`src/wnlt_pkg.sv`:
```
// Shared constants, entry type and control/status bundles of the neighbor list.
// No dependencies; imported by every module of the block.
package wnlt_pkg;

    localparam int CAPACITY = 64;
    localparam int ADDR_W   = $clog2(CAPACITY);
    localparam int CNT_W    = $clog2(CAPACITY + 1);
    localparam int KEY_W    = 10;
    localparam int VTX_W    = 10;
    localparam int WT_W     = 32;

    // Operation codes
    localparam logic [1:0] KIND_ADD    = 2'd0;
    localparam logic [1:0] KIND_REMOVE = 2'd1;
    localparam logic [1:0] KIND_FIND   = 2'd2;
    localparam logic [1:0] KIND_LIST   = 2'd3;

    // Result status codes
    localparam logic [1:0] ST_OK       = 2'd0;
    localparam logic [1:0] ST_NOTFOUND = 2'd1;
    localparam logic [1:0] ST_FULL     = 2'd2;
    localparam logic [1:0] ST_EMPTY    = 2'd3;

    typedef struct packed {
        logic [KEY_W-1:0] key;
        logic [WT_W-1:0]  wt;
    } entry_t;

    // Controller to datapath
    typedef struct packed {
        logic       op_load;         // latch key and weight of the accepted word
        logic       ptr_clr;
        logic       ptr_inc;
        logic       ptr_after_match; // walk pointer to the entry after the match
        logic       rd_en;           // read the store at the walk pointer
        logic       shift_wr;        // write the read entry one place lower
        logic       add_wr;          // append key and weight at the tail
        logic       cnt_inc;
        logic       cnt_dec;
        logic       out_load;
        logic [1:0] out_status;
        logic       out_tag;         // report the vertex id as source
        logic       out_entry;       // report the read entry
        logic       out_last;
    } ctl_cmd_t;

    // Datapath to controller
    typedef struct packed {
        logic cnt_zero;
        logic cnt_full;
        logic ptr_lt_cnt;
        logic rd_vld;
        logic rd_match;
        logic rd_last;
        logic out_free;
    } dp_stat_t;

endpackage

```
`src/wnlt_ctrl.sv`:
```
// Controller state machine of the neighbor list: sequences add, scan,
// compaction and listing. Depends on wnlt_pkg.
module wnlt_ctrl
    import wnlt_pkg::*;
(
    input  logic       clk,
    input  logic       rst_n,
    input  logic       in_valid,
    input  logic [1:0] kind,
    output logic       in_stall,
    input  dp_stat_t   stat,
    output ctl_cmd_t   cmd
);

    localparam logic [3:0] S_IDLE       = 4'd0;
    localparam logic [3:0] S_SCAN       = 4'd1;
    localparam logic [3:0] S_SHIFT      = 4'd2;
    localparam logic [3:0] S_LIST_START = 4'd3;
    localparam logic [3:0] S_LIST_OUT   = 4'd4;
    localparam logic [3:0] S_ADD_OUT    = 4'd5;
    localparam logic [3:0] S_FOUND_OUT  = 4'd6;
    localparam logic [3:0] S_REM_OUT    = 4'd7;
    localparam logic [3:0] S_MISS_OUT   = 4'd8;
    localparam logic [3:0] S_EMPTY_OUT  = 4'd9;

    logic [3:0] state_reg;
    logic [3:0] state_next;
    logic [1:0] kind_reg;
    logic       accept;

    assign in_stall = (state_reg != S_IDLE);
    assign accept   = in_valid && !in_stall;

    // State register, and the operation code held for the scan decision
    always_ff @(posedge clk or negedge rst_n)
    begin
        if (!rst_n)
        begin
            state_reg <= S_IDLE;
            kind_reg  <= KIND_ADD;
        end
        else
        begin
            state_reg <= state_next;
            if (accept)
            begin
                kind_reg <= kind;
            end
        end
    end

    // Next state and commands
    always_comb
    begin
        state_next = state_reg;
        cmd        = '0;
        unique case (state_reg)
            S_IDLE:
            begin
                if (accept)
                begin
                    cmd.op_load = 1'b1;
                    cmd.ptr_clr = 1'b1;
                    unique case (kind)
                        KIND_ADD:    state_next = S_ADD_OUT;
                        KIND_REMOVE: state_next = S_SCAN;
                        KIND_FIND:   state_next = S_SCAN;
                        KIND_LIST:   state_next = S_LIST_START;
                        default:     state_next = S_IDLE;
                    endcase
                end
            end
            S_SCAN:
            begin
                priority if (stat.cnt_zero)
                begin
                    state_next = S_MISS_OUT;
                end
                else if (stat.rd_vld && stat.rd_match)
                begin
                    if (kind_reg == KIND_REMOVE)
                    begin
                        cmd.ptr_after_match = 1'b1;
                        state_next          = S_SHIFT;
                    end
                    else
                    begin
                        state_next = S_FOUND_OUT;
                    end
                end
                else if (stat.rd_vld && stat.rd_last)
                begin
                    state_next = S_MISS_OUT;
                end
                else if (stat.ptr_lt_cnt)
                begin
                    cmd.rd_en   = 1'b1;
                    cmd.ptr_inc = 1'b1;
                end
            end
            S_SHIFT:
            begin
                // Move each later entry down by one, reads one ahead of writes
                cmd.shift_wr = stat.rd_vld;
                if (stat.ptr_lt_cnt)
                begin
                    cmd.rd_en   = 1'b1;
                    cmd.ptr_inc = 1'b1;
                end
                else if (!stat.rd_vld)
                begin
                    state_next = S_REM_OUT;
                end
            end
            S_LIST_START:
            begin
                if (stat.cnt_zero)
                begin
                    state_next = S_EMPTY_OUT;
                end
                else
                begin
                    cmd.rd_en   = 1'b1;
                    cmd.ptr_inc = 1'b1;
                    state_next  = S_LIST_OUT;
                end
            end
            S_LIST_OUT:
            begin
                // Emit the read entry and fetch the next one at the same edge
                if (stat.out_free)
                begin
                    cmd.out_load   = 1'b1;
                    cmd.out_status = ST_OK;
                    cmd.out_tag    = 1'b1;
                    cmd.out_entry  = 1'b1;
                    cmd.out_last   = stat.rd_last;
                    if (stat.rd_last)
                    begin
                        state_next = S_IDLE;
                    end
                    else
                    begin
                        cmd.rd_en   = 1'b1;
                        cmd.ptr_inc = 1'b1;
                    end
                end
            end
            S_ADD_OUT:
            begin
                if (stat.out_free)
                begin
                    cmd.out_load = 1'b1;
                    cmd.out_last = 1'b1;
                    if (stat.cnt_full)
                    begin
                        cmd.out_status = ST_FULL;
                    end
                    else
                    begin
                        cmd.out_status = ST_OK;
                        cmd.add_wr     = 1'b1;
                        cmd.cnt_inc    = 1'b1;
                    end
                    state_next = S_IDLE;
                end
            end
            S_FOUND_OUT:
            begin
                if (stat.out_free)
                begin
                    cmd.out_load   = 1'b1;
                    cmd.out_status = ST_OK;
                    cmd.out_entry  = 1'b1;
                    cmd.out_last   = 1'b1;
                    state_next     = S_IDLE;
                end
            end
            S_REM_OUT:
            begin
                if (stat.out_free)
                begin
                    cmd.out_load   = 1'b1;
                    cmd.out_status = ST_OK;
                    cmd.cnt_dec    = 1'b1;
                    cmd.out_last   = 1'b1;
                    state_next     = S_IDLE;
                end
            end
            S_MISS_OUT:
            begin
                if (stat.out_free)
                begin
                    cmd.out_load   = 1'b1;
                    cmd.out_status = ST_NOTFOUND;
                    cmd.out_last   = 1'b1;
                    state_next     = S_IDLE;
                end
            end
            S_EMPTY_OUT:
            begin
                if (stat.out_free)
                begin
                    cmd.out_load   = 1'b1;
                    cmd.out_status = ST_EMPTY;
                    cmd.out_last   = 1'b1;
                    state_next     = S_IDLE;
                end
            end
            default:
            begin
                state_next = S_IDLE;
            end
        endcase
    end

endmodule

```
`src/wnlt_dp.sv`:
```
// Datapath of the neighbor list: edge store, walk pointer, entry count,
// vertex id register and the output word register. Depends on wnlt_pkg.
module wnlt_dp
    import wnlt_pkg::*;
(
    input  logic                    clk,
    input  logic                    rst_n,
    input  ctl_cmd_t                cmd,
    output dp_stat_t                stat,
    input  logic [KEY_W-1:0]        neighbor,
    input  logic signed [WT_W-1:0]  weight,
    input  logic                    cfg_wr_en,
    input  logic [VTX_W-1:0]        cfg_wr_data,
    output logic                    out_valid,
    input  logic                    out_stall,
    output logic [1:0]              status,
    output logic [VTX_W-1:0]        source_vertex,
    output logic [KEY_W-1:0]        edge_neighbor,
    output logic signed [WT_W-1:0]  edge_weight,
    output logic [CNT_W-1:0]        entry_count,
    output logic                    last
);

    entry_t             mem [CAPACITY];
    entry_t             rd_data_reg;
    logic [ADDR_W-1:0]  rd_idx_reg;
    logic               rd_vld_reg;
    logic [CNT_W-1:0]   ptr_reg;
    logic [CNT_W-1:0]   count_reg;
    logic [CNT_W-1:0]   count_next;
    logic [KEY_W-1:0]   key_reg;
    logic [WT_W-1:0]    wt_reg;
    logic [VTX_W-1:0]   vertex_id_reg;

    logic               out_valid_reg;
    logic [1:0]         out_status_reg;
    logic [VTX_W-1:0]   out_src_reg;
    logic [KEY_W-1:0]   out_nb_reg;
    logic [WT_W-1:0]    out_wt_reg;
    logic [CNT_W-1:0]   out_count_reg;
    logic               out_last_reg;

    logic               mem_we;
    logic [ADDR_W-1:0]  wr_addr;
    entry_t             wr_data;

    // Status toward the controller
    assign stat.cnt_zero   = (count_reg == '0);
    assign stat.cnt_full   = (count_reg >= CNT_W'(CAPACITY));
    assign stat.ptr_lt_cnt = (ptr_reg < count_reg);
    assign stat.rd_vld     = rd_vld_reg;
    assign stat.rd_match   = (rd_data_reg.key == key_reg);
    assign stat.rd_last    = ((CNT_W'(rd_idx_reg) + CNT_W'(1)) == count_reg);
    assign stat.out_free   = !out_valid_reg || !out_stall;

    // Entry count after this cycle's update
    always_comb
    begin
        count_next = count_reg;
        if (cmd.cnt_inc)
        begin
            count_next = count_reg + CNT_W'(1);
        end
        else if (cmd.cnt_dec)
        begin
            count_next = count_reg - CNT_W'(1);
        end
    end

    // Control registers: walk pointer, count, read tracking, config
    always_ff @(posedge clk or negedge rst_n)
    begin
        if (!rst_n)
        begin
            ptr_reg       <= '0;
            count_reg     <= '0;
            rd_vld_reg    <= 1'b0;
            vertex_id_reg <= '0;
        end
        else
        begin
            count_reg  <= count_next;
            rd_vld_reg <= cmd.rd_en;
            if (cmd.ptr_clr)
            begin
                ptr_reg <= '0;
            end
            else if (cmd.ptr_after_match)
            begin
                ptr_reg <= CNT_W'(rd_idx_reg) + CNT_W'(1);
            end
            else if (cmd.ptr_inc)
            begin
                ptr_reg <= ptr_reg + CNT_W'(1);
            end
            if (cfg_wr_en)
            begin
                vertex_id_reg <= cfg_wr_data;
            end
        end
    end

    // Latch the operand of the accepted word
    always_ff @(posedge clk)
    begin
        if (cmd.op_load)
        begin
            key_reg <= neighbor;
            wt_reg  <= weight;
        end
    end

    // Store write port: append at the tail or move an entry down one place
    assign mem_we  = cmd.add_wr || cmd.shift_wr;
    assign wr_addr = cmd.add_wr ? count_reg[ADDR_W-1:0] : (rd_idx_reg - ADDR_W'(1));
    assign wr_data = cmd.add_wr ? entry_t'{key: key_reg, wt: wt_reg} : rd_data_reg;

    always_ff @(posedge clk)
    begin
        if (mem_we)
        begin
            mem[wr_addr] <= wr_data;
        end
    end

    // Store read port, registered
    always_ff @(posedge clk)
    begin
        if (cmd.rd_en)
        begin
            rd_data_reg <= mem[ptr_reg[ADDR_W-1:0]];
            rd_idx_reg  <= ptr_reg[ADDR_W-1:0];
        end
    end

    // Output word register
    always_ff @(posedge clk or negedge rst_n)
    begin
        if (!rst_n)
        begin
            out_valid_reg <= 1'b0;
        end
        else if (cmd.out_load)
        begin
            out_valid_reg <= 1'b1;
        end
        else if (!out_stall)
        begin
            out_valid_reg <= 1'b0;
        end
    end

    always_ff @(posedge clk)
    begin
        if (cmd.out_load)
        begin
            out_status_reg <= cmd.out_status;
            out_src_reg    <= cmd.out_tag ? vertex_id_reg : '0;
            out_nb_reg     <= cmd.out_entry ? rd_data_reg.key : '0;
            out_wt_reg     <= cmd.out_entry ? rd_data_reg.wt : '0;
            out_count_reg  <= count_next;
            out_last_reg   <= cmd.out_last;
        end
    end

    assign out_valid     = out_valid_reg;
    assign status        = out_status_reg;
    assign source_vertex = out_src_reg;
    assign edge_neighbor = out_nb_reg;
    assign edge_weight   = out_wt_reg;
    assign entry_count   = out_count_reg;
    assign last          = out_last_reg;

endmodule

```
`src/weighted_neighbor_list_table.sv`:
```
// Add appends at the tail; find scans the entries in order to a match or the entry count; remove
// scans to a match, then moves every later entry down one place; list gives its words one a
// cycle while the output is not stalled. Throughput: one operation at a time, next word taken
// the cycle after the last result is registered.
// Reset (rst_n, asynchronous, active low) empties the list and clears vertex_id;
// no clearing pass, stored entries are read only below the entry count.
module weighted_neighbor_list_table
    import wnlt_pkg::*;
(
    input  logic                    clk,
    input  logic                    rst_n,
    input  logic                    in_valid,
    output logic                    in_stall,
    input  logic [1:0]              kind,
    input  logic [KEY_W-1:0]        neighbor,
    input  logic signed [WT_W-1:0]  weight,
    input  logic                    cfg_wr_en,
    input  logic [VTX_W-1:0]        cfg_wr_data,
    output logic                    out_valid,
    input  logic                    out_stall,
    output logic [1:0]              status,
    output logic [VTX_W-1:0]        source_vertex,
    output logic [KEY_W-1:0]        edge_neighbor,
    output logic signed [WT_W-1:0]  edge_weight,
    output logic [CNT_W-1:0]        entry_count,
    output logic                    last
);

    ctl_cmd_t cmd;
    dp_stat_t stat;

    wnlt_ctrl u_ctrl (
        .clk      (clk),
        .rst_n    (rst_n),
        .in_valid (in_valid),
        .kind     (kind),
        .in_stall (in_stall),
        .stat     (stat),
        .cmd      (cmd)
    );

    wnlt_dp u_dp (
        .clk           (clk),
        .rst_n         (rst_n),
        .cmd           (cmd),
        .stat          (stat),
        .neighbor      (neighbor),
        .weight        (weight),
        .cfg_wr_en     (cfg_wr_en),
        .cfg_wr_data   (cfg_wr_data),
        .out_valid     (out_valid),
        .out_stall     (out_stall),
        .status        (status),
        .source_vertex (source_vertex),
        .edge_neighbor (edge_neighbor),
        .edge_weight   (edge_weight),
        .entry_count   (entry_count),
        .last          (last)
    );

endmodule

```
`config.mk`:
```
export PLATFORM = sky130hd
export DESIGN_NAME = weighted_neighbor_list_table
export DESIGN_NICKNAME = d
export VERILOG_FILES = /design/src/wnlt_pkg.sv /design/src/wnlt_ctrl.sv /design/src/wnlt_dp.sv /design/src/weighted_neighbor_list_table.sv
export SDC_FILE = /design/constraint.sdc
export NUM_CORES = 2
export LEC_CHECK = 0
export BUFFER_PORTS_ARGS = -buffer_cell sky130_fd_sc_hd__buf_2
export CAP_MARGIN = 5
export CELL_PAD_IN_SITES_DETAIL_PLACEMENT = 0
export CELL_PAD_IN_SITES_GLOBAL_PLACEMENT = 1
export CORE_AREA = 4 4 461 463
export DETAILED_ROUTE_END_ITERATION = 10
export DIE_AREA = 0 0 465 467
export PLACE_DENSITY_LB_ADDON = 0.1
export RECOVER_POWER = 25
export SYNTH_ARGS = -nofsm -noshare
export SYNTH_HDL_FRONTEND = slang
export SYNTH_HIERARCHICAL = 1
export SYNTH_SLANG_ARGS = --single-unit
```
`constraint.sdc`:
```
create_clock -name clk -period 6.3 [get_ports clk]
set_input_delay 1.89 -clock clk [delete_from_list [all_inputs] [get_ports clk]]
set_output_delay 1.89 -clock clk [all_outputs]
set_load 0.005 [all_outputs]
```
==> impl_metrics.py <==
metrics = {
    "finish": {
        "ff_latch_area_um2": 86100,
        "fin_nets": 5377,
        "largest_reg_flops": 2688,
        "layout-drive-gt1-share_pct": 28.7,
        "fin_cells": 8328,
        "multiInputGateArea_um2": 23200,
        "synthToLayoutAreaGrowth_pct": 14.1,
        "nFillCells": 14700,
    },
    "grt": {
        "grt_max_degree": 97,
        "grt_pass1_wl_um": 433000,
        "gr-total-overflow": 0,
        "grt_usage_pct": 28.9,
        "grtUsageMet3_pct": 5.97,
        "grt_pass1_vias": 53600,
        "antenna_found_initial": 17,
        "use_met2_pct": 43.8,
        "use_met1_pct": 42.9,
        "busiest_layer": "met2",
    },
    "timing": {
        "fmax_mhz": 175,
        "slew_viol_final": 949,
        "fin_setup_tns_ns": 0,
        "post-route-period-util_pct": 90.8,
        "rsz0062_at_grt": "false",
        "worst_clock_skew_ns": 0.0596,
        "whs_ns": 0.496,
        "hold_viol_final": 0,
        "period_needed_ns": 5.72,
        "setup_viol_count_final": 0,
        "tightest_slew_ns": 3.14,
        "slew_headroom_pct": -110,
    },
    "placed_design": {
        "dp.cells": 7801,
        "hpwl_um": 185000,
        "place_congestion": 0.849,
        "io_buffers": 122,
    },
    "cts": {
        "cts_setup_buffers": 0,
        "root_buffer": "clkbuf_16",
        "ctsHoldBuffers": 0,
        "cts_resized": 0,
        "cts_tree": "built",
        "clockBufferDepth": 4,
        "clk_pin_slew_ns": 0.06,
        "cts_made_buffers": 308,
        "cts_sinks": 2872,
        "cts_max_level": 5,
        "clk_latency_ns": 0.93,
    },
    "floorplanning": {
        "fp.dieW_um": 465,
        "coreArea_um2": 209000,
        "chipHeight_um": 467,
        "rows": 168,
        "die_area_um2": 217000,
        "initial_utilization_pct": 52.8,
        "ios": 123,
    },
    "routing": {
        "drcViolationCount": 0,
        "drt-total-wl_um": 311000,
        "postRouteAntennaNets": 0,
        "viasPerCell": 6.53,
        "drt_first_pass_iters": 6,
        "vias": 54400,
        "avgRoutedWirePerCell_um": 37.4,
        "drt_iter0_markers": 8141,
    },
    "critical_path": {
        "worstSetupPathType": "reg2reg",
        "endpoint_kind": "flip-flop",
        "worstSetupStartpointType": "flip-flop",
        "arrival_ns": 6.33,
        "path_max_fanout": 34,
        "required_ns": 6.91,
    },
    "logic_synthesis": {
        "synth_area_um2": 110000,
        "synthArstFlopShare_pct": 1.11,
        "syn_area_per_cell_um2": 22.8,
        "ys.flop_type": "edfxtp_1",
        "ys_warn_count": 6,
        "synthCells": 4839,
        "syn_nets": 4910,
        "ys_types": 65,
        "synth_seq_cells": 2872,
        "synth_edf_count": 2840,
        "ys_seq_area_share_pct": 78.1,
    },
    "power": {
        "p_seq_share_pct": 44.5,
        "p_clk_share_pct": 30.1,
        "swShare_pct": 30.1,
        "p_sw_mw": 17.3,
        "ir_worst_vdd_mv": 0.341,
        "combPwrFrac_pct": 25.4,
        "powerDensity_nw_per_um2": 456,
        "p_leak_nw": 39.1,
        "internal-power_mw": 40.1,
    },
    "job": {
        "cap_violations": 24,
    },
    "worst_hold_path": {
        "hold_class": "reg2reg",
    },
    "outcome": {
        "outcome": "complete, but fails checks",
        "failed_checks": "capacitance limit, slew limit",
    },
}
[path summary, 6_finish.rpt]
path / endpoint / startpoint / depth (start not counted) / slack (ns)
worst max-delay path: u_dp/rd_data_reg[28]$_DFFE_PP_ / u_dp/ptr_reg[1]$_DFFE_PN0P_ / 7 / 0.58
worst min-delay path: u_dp/vertex_id_reg[5]$_DFFE_PN0P_ / u_dp/vertex_id_reg[5]$_DFFE_PN0P_ / 1 / 0.50
worst max register to register: u_dp/rd_data_reg[28]$_DFFE_PP_ / u_dp/ptr_reg[1]$_DFFE_PN0P_ / 7 / 0.58
worst min register to register: u_dp/vertex_id_reg[5]$_DFFE_PN0P_ / u_dp/vertex_id_reg[5]$_DFFE_PN0P_ / 1 / 0.50
max in group asynchronous: u_dp/ptr_reg[3]$_DFFE_PN0P_ / rst_n / 1 / 3.45
min in group asynchronous: u_dp/count_reg[3]$_DFF_PN0_ / rst_n / 1 / 1.51
[critical path: stages, from the launching register on]
cell and delay, ns:
dfrtp_1 2.01, clkbuf_2 1.14, clkbuf_2 0.90, mux4_2 0.47, mux2i_1 0.20, nor3_1 0.10, nor2_1 0.28, o21ai_0 0.25
[routing by layer]
metal / up-vias / part of all wire [%]
li1: 21500 / -
met1: 29500 / 40
met2: 2923 / 46
met3: 448 / 10
met4: 0 / 3.3
met5: - / 0
[cell families after synthesis]
group | share of synthesized area (%)
AND/OR/NAND/NOR | 1.59
XOR/XNOR | 0.294
flip-flops | 78.1
AO/OA/AOI/OAI | 2.13
buffers and inverters | 1.30
multiplexers | 16.4
adder cells (fa/ha/maj) | 0.136
[layout make-up]
| class | instances | share of cell area [%] |
|---|---|---|
| well taps | 2805 | 2.79 |
| multi-input cells | 1695 | 18.5 |
| inverters | 17 | 0.0518 |
| diodes | 12 | 0.0239 |
| repair buffers | 412 | 2.66 |
| flip-flops and latches | 2872 | 68.5 |
| clock inverters | 136 | 1.08 |
| clock buffers | 379 | 6.44 |
[synth_stat cells (39+ instances only)]
| master | number | area [µm²] |
|---|---|---|
| o22ai_1 | 71 | 444 |
| mux4_2 | 696 | 15700 |
| nor2_1 | 131 | 492 |
| and2_1 | 57 | 357 |
| buf_4 | 39 | 293 |
| mux2_2 | 57 | 642 |
| nand2_1 | 63 | 236 |
| a21oi_1 | 108 | 541 |
| clkbuf_1 | 107 | 402 |
| edfxtp_1 | 2840 | 85300 |
| mux2i_1 | 175 | 1750 |
| buf_2 | 73 | 365 |
| o221ai_1 | 39 | 342 |
[power by group through the flow]
stage | registers [mW] | logic [mW] | clock network, mW
6_report | 25.5 | 14.6 | 17.3
5_1_grt | 25.5 | 15.4 | 18.4
4_1_cts | 25.4 | 14.9 | 17.6
3_5_place_dp | 25.8 | 14.9 | 0
3_3_place_gp | 25.8 | 14.7 | 0
2_1_floorplan | 25.4 | 8.84 | 0
[layout by cell type, fill, tap and decap left out, drive strengths merged, types with 5 or more instances in the layout]
master,count
o22ai,71
bufinv,26
xnor2,28
o221ai,40
mux2i,175
or2,5
a211oi,31
o211ai,5
a21oi,109
nor2,131
buf,331
inv,21
diode,12
mux4,696
nand2,63
clkinvlp,7
o31ai,9
nor3,26
and3,6
xor2,9
dfrtp,32
mux2,59
clkbuf,460
o21a,5
nand2b,13
clkinv,99
ha,12
nand3,20
and2,57
a22oi,28
o21ai,30
edfxtp,2840
nor2b,9
nand4,8
[metrics by stage]
stage          power [mW]  util (%)  setup WS (ns)  area [µm²]
2_1_floorplan        34.3         -          0.443      110000
5_1_grt              59.3      60.2          0.623      126000
6_report             57.3      60.2          0.579      126000
4_1_cts              57.9      60.4           1.10      126000
3_3_place_gp         40.5      55.9          0.642      117000
3_5_place_dp         40.7      55.9          0.629      117000
Note: power is estimated with default switching activity, not from simulation.
